[config.mk]
export PLATFORM = sky130hd
export DESIGN_NAME = sorted_priority_ready_queue_flat
export DESIGN_NICKNAME = d
export VERILOG_FILES = /design/src/hdl/spq_pkg.sv /design/src/hdl/spq_req_if.sv /design/src/hdl/spq_rsp_if.sv /design/src/hdl/spq_cell.sv /design/src/hdl/sorted_priority_ready_queue.sv /design/src/flat_wrapper.sv
export SDC_FILE = /design/constraint.sdc
export NUM_CORES = 2
export LEC_CHECK = 0
export BUFFER_PORTS_ARGS = -buffer_cell sky130_fd_sc_hd__buf_2
export CELL_PAD_IN_SITES_DETAIL_PLACEMENT = 1
export CELL_PAD_IN_SITES_GLOBAL_PLACEMENT = 2
export CORE_ASPECT_RATIO = 0.7
export CORE_MARGIN = 2
export CORE_UTILIZATION = 43
export CTS_CLUSTER_DIAMETER = 60
export DETAILED_ROUTE_END_ITERATION = 7
export GPL_ROUTABILITY_DRIVEN = 0
export GPL_TIMING_DRIVEN = 0
export HOLD_SLACK_MARGIN = 0.03
export PLACE_DENSITY_LB_ADDON = 0.1
export SYNTH_ARGS = -nofsm -noshare
export SYNTH_HDL_FRONTEND = slang
export SYNTH_SLANG_ARGS = --single-unit
[constraint.sdc]
create_clock -name clk -period 4.21 [get_ports clk]
set_input_delay 0.421 -clock clk [delete_from_list [all_inputs] [get_ports clk]]
set_output_delay 0.421 -clock clk [all_outputs]
set_load 0.03 [all_outputs]
[src/hdl/spq_pkg.sv]
// ----------------------------------------------------------------------------
// Sorted priority queue package
// Shared types and codes for the sorted priority queue and its cells.
// ----------------------------------------------------------------------------
package spq_pkg;

  localparam int unsigned ID_W    = 16;
  localparam int unsigned PRI_W   = 8;
  localparam int unsigned COUNT_W = 6;

  typedef enum logic [1:0] {
    MODE_INSERT = 2'd0,
    MODE_POP    = 2'd1,
    MODE_LOOKUP = 2'd2
  } mode_t;

  typedef enum logic [1:0] {
    STATUS_OK        = 2'd0,
    STATUS_UNDERFLOW = 2'd1,
    STATUS_FULL      = 2'd2
  } status_t;

  typedef enum logic [1:0] {
    OP_HOLD,
    OP_INSERT,
    OP_POP,
    OP_LOOKUP
  } cell_op_t;

  typedef enum logic [1:0] {
    S_IDLE,
    S_EVAL,
    S_SEND
  } state_t;

  typedef struct packed {
    logic             valid;
    logic [ID_W-1:0]  id;
    logic [PRI_W-1:0] pri;
  } entry_t;

  typedef struct packed {
    cell_op_t         op;
    logic [ID_W-1:0]  id;
    logic [PRI_W-1:0] pri;
  } cell_cmd_t;

  localparam entry_t EMPTY_ENTRY = '{valid: 1'b0, id: '0, pri: '0};

endpackage

[src/hdl/spq_req_if.sv]
// ----------------------------------------------------------------------------
// Sorted priority queue request channel
// Valid/ready channel that carries one queue request.
// ----------------------------------------------------------------------------
interface spq_req_if;
  logic        valid;
  logic        ready;
  logic [1:0]  mode;
  logic [15:0] proc_id;
  logic [7:0]  priority_req;

  modport source (output valid, output mode, output proc_id, output priority_req,
                  input ready);
  modport sink (input valid, input mode, input proc_id, input priority_req,
                output ready);
endinterface

[src/hdl/spq_rsp_if.sv]
// ----------------------------------------------------------------------------
// Sorted priority queue response channel
// Valid/ready channel that carries the result of one request.
// ----------------------------------------------------------------------------
interface spq_rsp_if;
  logic        valid;
  logic        ready;
  logic [15:0] out_id;
  logic [7:0]  out_priority;
  logic        found;
  logic [5:0]  entry_count;
  logic [1:0]  status;

  modport source (output valid, output out_id, output out_priority, output found,
                  output entry_count, output status, input ready);
  modport sink (input valid, input out_id, input out_priority, input found,
                input entry_count, input status, output ready);
endinterface

[src/hdl/spq_cell.sv]
// ----------------------------------------------------------------------------
// Sorted priority queue cell
// Holds one queue entry; shifts toward the rear on insert, toward the front
// on pop, and flags an id match on look-up.
// ----------------------------------------------------------------------------
module spq_cell (
  input  logic              clk,
  input  logic              rst,
  input  spq_pkg::cell_cmd_t cmd,
  input  spq_pkg::entry_t   left,
  input  logic              left_take,
  input  spq_pkg::entry_t   right,
  output logic              take,
  output spq_pkg::entry_t   entry,
  output logic              match
);

  spq_pkg::entry_t entry_next;

  // A cell takes part in an insert when it is empty or holds a later priority.
  assign take = !entry.valid || (cmd.pri < entry.pri);

  always_comb begin
    entry_next = entry;
    unique case (cmd.op)
      spq_pkg::OP_INSERT: begin
        if (take) begin
          if (left_take) begin
            entry_next = left;
          end else begin
            entry_next = '{valid: 1'b1, id: cmd.id, pri: cmd.pri};
          end
        end
      end
      spq_pkg::OP_POP: entry_next = right;
      spq_pkg::OP_LOOKUP,
      spq_pkg::OP_HOLD: entry_next = entry;
      default: entry_next = entry;
    endcase
  end

  always_ff @(posedge clk) begin
    if (rst) begin
      entry.valid <= 1'b0;
    end else begin
      entry.valid <= entry_next.valid;
    end
    entry.id  <= entry_next.id;
    entry.pri <= entry_next.pri;
  end

  always_ff @(posedge clk) begin
    if (rst) begin
      match <= 1'b0;
    end else if (cmd.op == spq_pkg::OP_LOOKUP) begin
      match <= entry.valid && (entry.id == cmd.id);
    end
  end

endmodule

[src/hdl/sorted_priority_ready_queue.sv]
// ----------------------------------------------------------------------------
// Sorted priority ready queue
// Holds process entries in ascending priority order in a row of cells.
// ----------------------------------------------------------------------------
// Usage: requests arrive on req (mode, proc_id, priority_req) and each one
// produces exactly one response on rsp. An insert places the entry behind all
// entries of equal or smaller priority, a pop returns and removes the front
// entry, and a look-up reports whether proc_id is stored. Every response
// carries the entry count after the request, in its low six bits.
// Each cell compares its own entry with the request, so an insert or pop
// updates the whole row in the cycle the request is accepted. The next cycle
// reduces the per-cell look-up matches into the response register, and the
// response is offered in the cycle after that.
// One request is in flight at a time: req is not ready again until the response
// to the last request has been taken. While the receiver stalls, the response
// is held and req stays not ready. Reset empties the queue, leaves no response
// pending and keeps req not ready while it is held.
// ----------------------------------------------------------------------------
module sorted_priority_ready_queue #(
  parameter int unsigned CAPACITY = 32
) (
  input  logic clk,
  input  logic rst,
  spq_req_if.sink   req,
  spq_rsp_if.source rsp
);

  localparam int unsigned CNT_W = $clog2(CAPACITY + 1);

  spq_pkg::state_t    state;
  spq_pkg::state_t    state_next;
  spq_pkg::cell_cmd_t cmd;
  spq_pkg::entry_t    entries   [CAPACITY];
  logic               takes     [CAPACITY];
  logic [CAPACITY-1:0] hits;
  logic [CAPACITY-1:0] valids;

  logic [CNT_W-1:0]   occupancy;
  logic [CNT_W-1:0]   occupancy_next;
  logic               accept;
  logic               full;
  logic               empty;

  logic                      lookup_q;
  logic [spq_pkg::ID_W-1:0]  res_id;
  logic [spq_pkg::PRI_W-1:0] res_pri;
  logic                      res_found;
  spq_pkg::status_t          res_status;
  spq_pkg::status_t          status_next;

  assign accept = req.valid && req.ready;
  assign full   = (occupancy == CNT_W'(CAPACITY));
  assign empty  = (occupancy == '0);

  always_comb begin
    cmd.op      = spq_pkg::OP_HOLD;
    cmd.id      = req.proc_id;
    cmd.pri     = req.priority_req;
    status_next = spq_pkg::STATUS_OK;
    occupancy_next = occupancy;
    if (accept) begin
      unique case (req.mode)
        spq_pkg::MODE_INSERT: begin
          if (full) begin
            status_next = spq_pkg::STATUS_FULL;
          end else begin
            cmd.op = spq_pkg::OP_INSERT;
            occupancy_next = occupancy + CNT_W'(1);
          end
        end
        spq_pkg::MODE_POP: begin
          if (empty) begin
            status_next = spq_pkg::STATUS_UNDERFLOW;
          end else begin
            cmd.op = spq_pkg::OP_POP;
            occupancy_next = occupancy - CNT_W'(1);
          end
        end
        spq_pkg::MODE_LOOKUP: cmd.op = spq_pkg::OP_LOOKUP;
        default: cmd.op = spq_pkg::OP_HOLD;
      endcase
    end
  end

  for (genvar i = 0; i < CAPACITY; i++) begin : g_cell
    spq_pkg::entry_t left;
    spq_pkg::entry_t right;
    logic            left_take;

    if (i == 0) begin : g_front
      assign left      = spq_pkg::EMPTY_ENTRY;
      assign left_take = 1'b0;
    end else begin : g_inner
      assign left      = entries[i-1];
      assign left_take = takes[i-1];
    end

    if (i == CAPACITY - 1) begin : g_rear
      assign right = spq_pkg::EMPTY_ENTRY;
    end else begin : g_mid
      assign right = entries[i+1];
    end

    spq_cell u_cell (
      .clk       (clk),
      .rst       (rst),
      .cmd       (cmd),
      .left      (left),
      .left_take (left_take),
      .right     (right),
      .take      (takes[i]),
      .entry     (entries[i]),
      .match     (hits[i])
    );

    assign valids[i] = entries[i].valid;
  end

  always_ff @(posedge clk) begin
    if (rst) begin
      occupancy <= '0;
    end else begin
      occupancy <= occupancy_next;
    end
  end

  always_comb begin
    state_next = state;
    unique case (state)
      spq_pkg::S_IDLE: if (accept) state_next = spq_pkg::S_EVAL;
      spq_pkg::S_EVAL: state_next = spq_pkg::S_SEND;
      spq_pkg::S_SEND: if (rsp.ready) state_next = spq_pkg::S_IDLE;
      default: state_next = spq_pkg::S_IDLE;
    endcase
  end

  always_ff @(posedge clk) begin
    if (rst) begin
      state <= spq_pkg::S_IDLE;
    end else begin
      state <= state_next;
    end
  end

  always_comb begin
    req.ready = (state == spq_pkg::S_IDLE) && !rst;
    rsp.valid = (state == spq_pkg::S_SEND);
  end

  always_ff @(posedge clk) begin
    if (accept) begin
      lookup_q   <= (req.mode == spq_pkg::MODE_LOOKUP);
      res_status <= status_next;
      res_found  <= 1'b0;
      if (cmd.op == spq_pkg::OP_POP) begin
        res_id  <= entries[0].id;
        res_pri <= entries[0].pri;
      end else begin
        res_id  <= '0;
        res_pri <= '0;
      end
    end else if (state == spq_pkg::S_EVAL) begin
      res_found <= lookup_q && (|hits);
    end
  end

  assign rsp.out_id       = res_id;
  assign rsp.out_priority = res_pri;
  assign rsp.found        = res_found;
  assign rsp.entry_count  = spq_pkg::COUNT_W'(occupancy);
  assign rsp.status       = res_status;

`ifndef NO_ASSERTIONS
  a_occupancy_bound: assert property (@(posedge clk) disable iff (rst)
    occupancy <= CNT_W'(CAPACITY))
    else $error("occupancy exceeds capacity");

  a_valid_count: assert property (@(posedge clk) disable iff (rst)
    $countones(valids) == int'(occupancy))
    else $error("cell valid bits disagree with occupancy");

  a_valid_prefix: assert property (@(posedge clk) disable iff (rst)
    $onehot({1'b0, valids} + {{CAPACITY{1'b0}}, 1'b1}))
    else $error("valid cells are not packed at the front");

  a_underflow_empty: assert property (@(posedge clk) disable iff (rst)
    rsp.valid && (rsp.status == spq_pkg::STATUS_UNDERFLOW) |-> occupancy == '0)
    else $error("underflow reported with entries stored");

  a_single_request: assert property (@(posedge clk) disable iff (rst)
    accept |=> !req.ready)
    else $error("second request taken while one is in flight");
`endif

endmodule

[src/flat_wrapper.sv]
// flat-port wrapper written by rule: the top's interface ports become plain ports
module sorted_priority_ready_queue_flat 
#(
  parameter int unsigned CAPACITY = 32
)
  (clk, rst, req_valid, req_mode, req_proc_id, req_priority_req, req_ready, rsp_valid, rsp_out_id, rsp_out_priority, rsp_found, rsp_entry_count, rsp_status, rsp_ready);
  spq_req_if req_i ();
  spq_rsp_if rsp_i ();
  input  logic clk;
  input  logic rst;
  input wire logic [$bits(req_i.valid)-1:0] req_valid;
  input wire logic [$bits(req_i.mode)-1:0] req_mode;
  input wire logic [$bits(req_i.proc_id)-1:0] req_proc_id;
  input wire logic [$bits(req_i.priority_req)-1:0] req_priority_req;
  output wire logic [$bits(req_i.ready)-1:0] req_ready;
  output wire logic [$bits(rsp_i.valid)-1:0] rsp_valid;
  output wire logic [$bits(rsp_i.out_id)-1:0] rsp_out_id;
  output wire logic [$bits(rsp_i.out_priority)-1:0] rsp_out_priority;
  output wire logic [$bits(rsp_i.found)-1:0] rsp_found;
  output wire logic [$bits(rsp_i.entry_count)-1:0] rsp_entry_count;
  output wire logic [$bits(rsp_i.status)-1:0] rsp_status;
  input wire logic [$bits(rsp_i.ready)-1:0] rsp_ready;
  assign req_i.valid = req_valid;
  assign req_i.mode = req_mode;
  assign req_i.proc_id = req_proc_id;
  assign req_i.priority_req = req_priority_req;
  assign req_ready = req_i.ready;
  assign rsp_valid = rsp_i.valid;
  assign rsp_out_id = rsp_i.out_id;
  assign rsp_out_priority = rsp_i.out_priority;
  assign rsp_found = rsp_i.found;
  assign rsp_entry_count = rsp_i.entry_count;
  assign rsp_status = rsp_i.status;
  assign rsp_i.ready = rsp_ready;
  sorted_priority_ready_queue #(.CAPACITY(CAPACITY)) u_core (.clk(clk), .rst(rst), .req(req_i), .rsp(rsp_i));
endmodule
==> impl_metrics.tcl <==
set metrics [dict create \
    outcome "finished with violations" \
    violations "max-capacitance violations, max-slew violations" \
    intPower_w 0.01701 \
    ant_nets 0 \
    pwr-share-clk_pct 40.4 \
    drv_slew 55 \
    startpoint_type "flop" \
    synth_cell_types 55 \
    clockBufferDepth 3 \
    totalWireLength_um 273600 \
    clk_latency_ps 760 \
    start_util_pct 43.51 \
    worstSetupPathType "reg -> reg" \
    viasPerCell 6.575 \
    synthesis.nets 5793 \
    ys_ff_latch 868 \
    place_area_um2 60010 \
    required_ps 4710 \
    boundaryPins 65 \
    rows 111 \
    synth-edff-count 795 \
    core_area_um2 131400 \
    antenna_found_initial 8 \
    min-delay-start "req_mode[1]" \
    dieArea_um2 135900 \
    drt_iter0_drc 7161 \
    finalSetupViolCount 0 \
    postSynthAreaPerCell_um2 10.33 \
    cts_made_buffers 103 \
    final_cell_mix "edfxtp_1 (795), xnor2_1 (516), nand2_1 (492)" \
    fin_area_um2 64170 \
    yosysWarningCount 0 \
    slowest_delay_ps 960 \
    worstPathArrival_ps 4700 \
    firstDrtPassIters 5 \
    clk_pin_slew_ps 60 \
    hold_path.class "in -> reg" \
    clock_sinks 868 \
    path_buf_inv 3 \
    power_switching_share_pct 30.48 \
    crit_family "buffers and inverters" \
    whs_ps 121.3 \
    grt_pass1_wl_um 377600 \
    fmax_mhz 238.1 \
    cap_violations 5 \
    track_usage_pct 39.48 \
    crit_chain "nor3_2, nand2_1, o21ai_0, a21oi_4, ha_1, clkbuf_1, nand2b_1, buf_1, clkbuf_1, nor3_1, a221o_1" \
    syn_inst 5531 \
    crit_start "u_core.rsp.entry_count[0]" \
    cts-root-buf "clkbuf_16" \
    vias 49760 \
    layout_commonest_cell "edfxtp_1" \
    critPathCaptureType "flop" \
    grt_remaining_overflow 0 \
    htreeDepth 3 \
    min_period_ps 4200 \
    fin_nets 5978 \
    fin_crit_sh_pct 99.76 \
    async_flop_share_pct 0 \
    hpwl_um 198400 \
    fill_cells 14470 \
    final_hold_viol_count 0 \
    area_delta_synth_final_pct 12.27 \
    route.detailed.drc 0 \
    fin_cells 7568 \
    pwr-share-seq_pct 43.3 \
    reg2reg_from "u_core.rsp.entry_count[0]" \
    grt_max_degree 34 \
    wl_per_cell_um 36.15 \
    max_slew.worst_pin.slew_ps 1670 \
    post-route-util_pct 48.84 \
    grt_pass1_vias 48220 \
    power_frac_comb_pct 16.3 \
    slew-limit-headroom_pct -11.32 \
    synth_top_flop_cell "edfxtp_1" \
    regArea_um2 25330 \
    irDropWorstVdd_v 0.0003072 \
    p_leak_nw 23.07 \
    drive_gt1_share_pct 10.90 \
    crit_path_frequent_cell "clkbuf_1" \
    clock_skew_ps 35.49 \
    die_y_um 309.0 \
    die_w_um 439.8 \
    power_switching_w 0.007461 \
    multiInputGateArea_um2 28570 \
    dpl.cell_count 7339 \
    syn-cell-area_um2 57160 \
    seq_area_frac_synth_pct 44.32 \
    cts_tree "built" \
    io_buffers 47 \
    critPathMaxFanout 10 \
    power_density_nw_per_um2 381.4 \
    cp_slowest_cell "clkbuf_1" \
]
==> power by group through the flow <==
stage	Combinational [W]	Sequential, W	Clock, W
2_1_floorplan	0.00235	0.0105	0
3_3_place_gp	0.00360	0.0107	0
3_5_place_dp	0.00376	0.0107	0
4_1_cts	0.00384	0.0106	0.00983
5_1_grt	0.00419	0.0106	0.0101
6_report	0.00400	0.0106	0.00988
==> synth_stat cells (138+ instances only) <==
cell type	count	share of area, %
a221o_1	336	5.9
clkbuf_1	278	1.8
edfxtp_1	795	42
ha_1	231	5.1
inv_1	239	1.6
mux2i_1	441	7.7
nand2_1	492	3.2
nand2b_1	139	1.5
nand4_1	138	1.5
nor2_1	141	0.93
nor2b_1	241	2.6
nor3_1	341	3.0
o21ai_0	240	2.1
o21ai_1	208	1.8
xnor2_1	516	7.9
==> layer usage <==
layer	track usage (%)	up-vias	share of wire (%)
met1	58.25	25370	44
li1	-	20680	-
met3	14.86	444	14
met2	52.44	3260	38
met5	0	-	0.0048
met4	12.37	2	3.5
==> timing repair <==
action                                  4_1_cts  5_1_grt
hold endpoints to repair                      3        0
gates resized for setup                     119       49
pin swaps                                     0        2
gates cloned                                  5        0
hold buffers                                  3        0
setup buffers                                24        1
endpoints found under the setup margin     1620      999
==> stage by stage <==
stage | setup slack [ps] | TNS (ps) | power [W]
global route | -30.31 | -530.1 | 0.02492
detailed placement | -2410 | -2320880 | 0.01449
finish | 10.03 | 0 | 0.02447
floorplan | -312.3 | -77170 | 0.01280
global placement | -2695 | -2702210 | 0.01435
CTS | 9.776 | 0 | 0.02423
==> cell families (layout without fill, tap and decap cells) <==
logic type	count (synthesis)	after routing	share of synthesized area [%]
fa+ha+maj	232	232	5.092
simple gates	1699	1699	15.01
other cells	0	12	0
flops	868	868	44.32
buf+inv	739	1008	6.226
compound gates	1034	1039	13.68
mux	442	442	7.742
xor+xnor	517	517	7.922
==> worst register-to-register path, cell delays in order, from the launching register on <==
cell	delay [ps]
dfxtp_1	530
nor3_2	120
nand2_1	130
o21ai_0	150
a21oi_4	390
ha_1	280
clkbuf_1	360
nand2b_1	160
buf_1	430
clkbuf_1	960
nor3_1	110
a221o_1	320
==> final timing paths <==
| kind | end | slack [ps] | cells after the start |
|---|---|---|---|
| max | u_core.g_cell[7].u_cell.entry[15] | 10 | 11 |
| min | u_core.lookup_q | 120 | 3 |
| max reg2reg | u_core.g_cell[7].u_cell.entry[15] | 10 | 11 |
| min reg2reg | u_core.g_cell[13].u_cell.match | 480 | 2 |
==> registers in the layout, indices dropped and copies added (netlist names) <==
name                        flops
u_core.lookup_q                 1
u_core.state                    2
u_core.rsp.found                1
u_core.rsp.entry_count          6
u_core.rsp.out_id              16
u_core.rsp.out_priority         8
u_core.rsp.status               2
u_core.g_cell.u_cell.match     32
u_core.g_cell.u_cell.entry    800
==> cell type report <==
cell class | count | area share (%)
clock buffers | 134 | 4.436
multi-input cells | 3929 | 44.52
well taps | 1751 | 3.414
plain buffers | 490 | 4.465
repair buffers | 85 | 1.098
inverters | 239 | 1.398
diodes | 12 | 0.04680
clock inverters | 60 | 1.141
flip-flops and latches | 868 | 39.48
Note: power is estimated with default switching activity, not from simulation.
